<file path="src/hw/rtl/mvm_ram.sv">
// ---------------------------------------------------------------------------
// mvm_ram
// Generic single-write, single-read RAM with a registered read port.
// ---------------------------------------------------------------------------
`timescale 1ns / 1ps

module mvm_ram #(
  parameter int WIDTH = 32,
  parameter int DEPTH = 64,
  parameter int AW    = (DEPTH > 1) ? $clog2(DEPTH) : 1
) (
  input  logic             clk,
  input  logic             we,
  input  logic [AW-1:0]    waddr,
  input  logic [WIDTH-1:0] wdata,
  input  logic             re,
  input  logic [AW-1:0]    raddr,
  output logic [WIDTH-1:0] rdata
);

  logic [WIDTH-1:0] mem_r [DEPTH];
  logic [WIDTH-1:0] rdata_r;

  always_ff @(posedge clk) begin
    if (we) begin
      mem_r[waddr] <= wdata;
    end
    // Read data holds while re is low.
    if (re) begin
      rdata_r <= mem_r[raddr];
    end
  end

  assign rdata = rdata_r;

endmodule
</file>
<file path="config.mk">
export PLATFORM = sky130hd
export DESIGN_NAME = mvm_ram
export DESIGN_NICKNAME = d
export VERILOG_FILES = /design/src/hw/rtl/mvm_ram.sv
export SDC_FILE = /design/constraint.sdc
export NUM_CORES = 2
export LEC_CHECK = 0
export BUFFER_PORTS_ARGS = -buffer_cell sky130_fd_sc_hd__clkbuf_2
export CAP_MARGIN = 25
export CELL_PAD_IN_SITES_DETAIL_PLACEMENT = 0
export CELL_PAD_IN_SITES_GLOBAL_PLACEMENT = 1
export CORE_AREA = 2 2 422 424
export CTS_CLUSTER_DIAMETER = 200
export CTS_CLUSTER_SIZE = 28
export DETAILED_ROUTE_END_ITERATION = 10
export DIE_AREA = 0 0 424 426
export GPL_ROUTABILITY_DRIVEN = 0
export HOLD_SLACK_MARGIN = 0.06
export PLACE_DENSITY_LB_ADDON = 0.1
export SYNTH_ARGS = -nofsm -noshare
export SYNTH_HDL_FRONTEND = slang
export SYNTH_SLANG_ARGS = --single-unit
</file>
<file path="constraint.sdc">
create_clock -name clk -period 5.8 [get_ports clk]
set_input_delay 0.29 -clock clk [delete_from_list [all_inputs] [get_ports clk]]
set_output_delay 0.29 -clock clk [all_outputs]
set_load 0.005 [all_outputs]
</file>
[Yosys cells after proc, flatten, opt, wreduce, memory -nomap -nowiden]
Memories as Yosys holds them, arrays and structs flattened. A register that Yosys moved wholly into a read port is not among the register bits.
Index checks and enable logic that the tools add are counted.
Storage, ports and cells
  register bits: 0
  bits in latches: 0
  bits in writable memories: 2048
  ROM bits: 0
  input port bits: 47
  output and inout bits: 32
  logic and storage cells: 3
  memories kept: 1
Operators by class
  $add $sub $neg: 0
  $mul: 0
  divide/modulo/power cells: 0
  order comparisons: 0
  equality and inequality tests: 0
  shift-type cells: 0
  mux-type cells: 2
  bitwise gates (word level): 0
  reduce and logical (&&, ||, !) cells: 0
Memory list
  mem_r: depth 64, width 32, read ports 1, clocked after Yosys merged registers in 1, wr ports 1, RTL line 21  | logic [WIDTH-1:0] mem_r [DEPTH];
Operator list (count)
  $mux 1: 2

[Depth between registers and ports, before layout]
  depth in word-level cells: 2
  depth in mapped cells: 10
  mapped depth without buffers: 5

[Least setup slack after synthesis]
No wires, ideal clock.
  path type: in2reg
  start point: input port waddr[3]
  end point: memory mem_r[48][0] (enable)
  library setup time: 0.461 ns
  data arrival time: 2.989 ns
  required time: 5.339 ns
  setup slack: 2.350 ns
  cell stages on the path: 4
  buffers on the path: 1
  cell sequence: clkbuf_1 -> nor2b_1 -> nand4b_1 -> nor3_1
RTL lines
  start, declared: RTL line 14  | input logic [AW-1:0] waddr,
  end, declared: RTL line 21
Straight into the memory's write port.

==> run metrics <==
simple logic cell fraction of the synthesized area 1.260%; EDFF count, synth 2,080; Register-to-Register Path Depth 4; setup TNS 0 ps; Primary FF master, synth edfxtp_1; xor/xnor share of the synthesized area 0%; via/cell ratio 6.258; Die Ht 426 um; Syn Std Cell Area 78,840 sq um; CTS Sinks 2,080; Final HPWL DP 125,600 um; Slew headroom 24.85%; crit path max fanout 54; unrepaired setup endpoints after global routing false; CP Class input port to flop; # setup viols final 0; max_cap viols 0; Clock Skews 21.87 ps; Reg clk slew, reported paths 110 ps; sequential-to-total area share from yosys stat 79.23%; effective utilization at floorplan 44.86%; largest family of logic cells by synthesized area multiplexers; vias in the first global route 36,659; CP arrival 3640 ps; Num CTS Buffers 84; GRT Overall Usage 24.45%; Std-Cell Rows 154; area delta synth->final 8.547%; Distinct cells, synth 33; Final WS setup 2594 ps; clock root cell clkbuf_16; # nets final 3,511; Antenna Nets Post-Route 0; Fin. Hold Viols 0; Setup Fix Bufs, Post-CTS 0; drt drc 0; Final Slew Violations 0; DRT iter0 DRCs 4,623; PortBufs 78; Post-synth ARST share 0%; CTS Buffer Depth 3; FF+latch count, synth 2,080; pwr dens 296.8 nW/um^2; Setup crit start kind input port; adder-cell share of the synthesized area 0%; Synth Area in Compound Gates 1.666%; clock insertion delay at the later pin of the skew report 720 ps; Routed WL per cell 37.87 um; post-route clock period utilization 55.28%; Die Wd 424 um; CTS H-tree lvls 3; fmax 311.9 MHz; status completed; GRT overflow 0; synth warn 0; Hold Crit Class input port to flop; dpl ws 1749 ps; initial antenna violation count 13; mux share of post-synthesis cell area 16.72%; Least-Margin Pin Slew 1127 ps; wire length of the first global-routing pass 303,000 um; minimum clock period after layout 3206 ps; WHS Path Cells 2; CTS tree built; final WL 220,100 um; syn avg cell area 23.72 sq um; io pins 79; Leak Pwr 25.76 nW; die area 180,600 sq um; Worst setup EP type flop; Worst VDD drop 0.0002133 V; largest net degree at the start of global routing 92; share of layout cells above drive strength 1 27.19%; Critical Path RT 6230 ps; Post-Syn Nets 3,371; via count 36,374; Core ar. 175,700 sq um; DR pass1 iterations 5; number of cells produced by synthesis 3,324
final timing paths:
kind | startpoint | endpoint | slack, ps
max | raddr[0] | rdata[25]$_DFFE_PP_ | 2590
min | wdata[20] | mem_r[12][20]$_DFFE_PP_ | 190
max reg2reg | mem_r[29][13]$_DFFE_PP_ | rdata[13]$_DFFE_PP_ | 3270
min reg2reg | mem_r[13][4]$_DFFE_PP_ | rdata[4]$_DFFE_PP_ | 870
Yosys cell counts (3+ instances only):
cell | n | area (sq um)
o221ai_1 | 27 | 236.5
o22ai_1 | 84 | 525.5
nor2_1 | 137 | 514.2
mux4_2 | 544 | 12250
a22oi_1 | 12 | 90.09
nor3_1 | 7 | 35.03
nand2b_1 | 8 | 50.05
or3_1 | 3 | 18.77
a41o_1 | 4 | 40.04
buf_1 | 21 | 78.83
nand2_1 | 26 | 97.59
and3_1 | 4 | 25.02
a311oi_1 | 8 | 70.07
nand3_1 | 5 | 25.02
clkbuf_1 | 74 | 277.8
o32ai_1 | 4 | 35.03
a21oi_1 | 62 | 310.3
nor2b_1 | 15 | 93.84
nand3b_1 | 5 | 37.54
mux2i_1 | 93 | 930.9
edfxtp_1 | 2080 | 62460
buf_4 | 25 | 187.7
buf_2 | 57 | 285.3
buf_6 | 5 | 56.30
or3b_2 | 3 | 26.28
per-stage QoR:
| step | instance area (sq um) | total power, mW | instances | utilization [%] | hold slack, ps |
|---|---|---|---|---|---|
| CTS | 85490 | 25.59 | 5804 | 48.65 | 165.8 |
| global route | 85570 | 26.12 | 5809 | 48.69 | 206.8 |
| detailed placement | 83240 | 18.62 | 5714 | 47.37 | 703.1 |
| finish | 85570 | 25.40 | 5812 | 48.70 | 190.9 |
| floorplan | 78840 | 17.83 | 3324 | - | 388.9 |
| global placement | 83020 | 18.58 | 5704 | 47.25 | 704.0 |
flip-flops by register name, summed over array words and instances, names as in the netlist:
register,flops
rdata,32
mem_r,2048
power by group:
part,internal (mW),switching [mW]
logic,0.555,0.982
clock network,2.77,4.38
registers,16.7,0.0582
total,20.0,5.42
repair_timing:
action	CTS	global route
hold buffers	0	1
gates resized for setup	0	0
endpoints found under the hold margin	0	15
cell usage in the layout (no fill, tap or decap), types with 4 or more instances in the layout:
cell type / n
buf_12: 22
nor3_1: 5
o32ai_1: 4
diode_2: 4
nor2_1: 74
nand3_1: 5
nand2_1: 26
a21oi_1: 62
o22ai_1: 84
a311oi_1: 8
clkbuf_16: 89
edfxtp_1: 2080
nor2b_1: 13
nand2b_1: 6
buf_4: 132
clkbuf_2: 74
nor2_4: 62
nand3b_1: 5
o221ai_1: 27
mux4_2: 544
a22oi_1: 12
a41o_1: 4
and3_1: 4
mux2i_1: 93
metal layers:
layer  track usage, %  wire [um]
met4            5.830       5275
met1            35.03      91180
met5                0         13
met2            40.60     109600
met3            2.723      14050
worst max-delay path, stage by stage:
cell and delay (ps):
buf_8 510, buf_12 320, buf_12 290, mux4_2 560
mux4_2 550, o22ai_1 640, nor2_1 160
cells by family (layout without fill, tap and decap cells):
kind of cell / count (synthesis) / count (layout)
buf+inv: 182 / 326
mux: 637 / 637
other cells: 0 / 4
flops: 2080 / 2080
compound gates: 202 / 202
simple gates: 223 / 223
final cells by class:
cell class              instances  area (sq um)
repair buffers                236          1951
fillers                     13903         90160
clock inverters                 1         20.02
multi-input cells            1062         15980
clock buffers                  89          2227
well taps                    2340          2928
diodes                          4         10.01
flip-flops and latches       2080         62460
No activity file was read; power rests on OpenSTA's default activity.
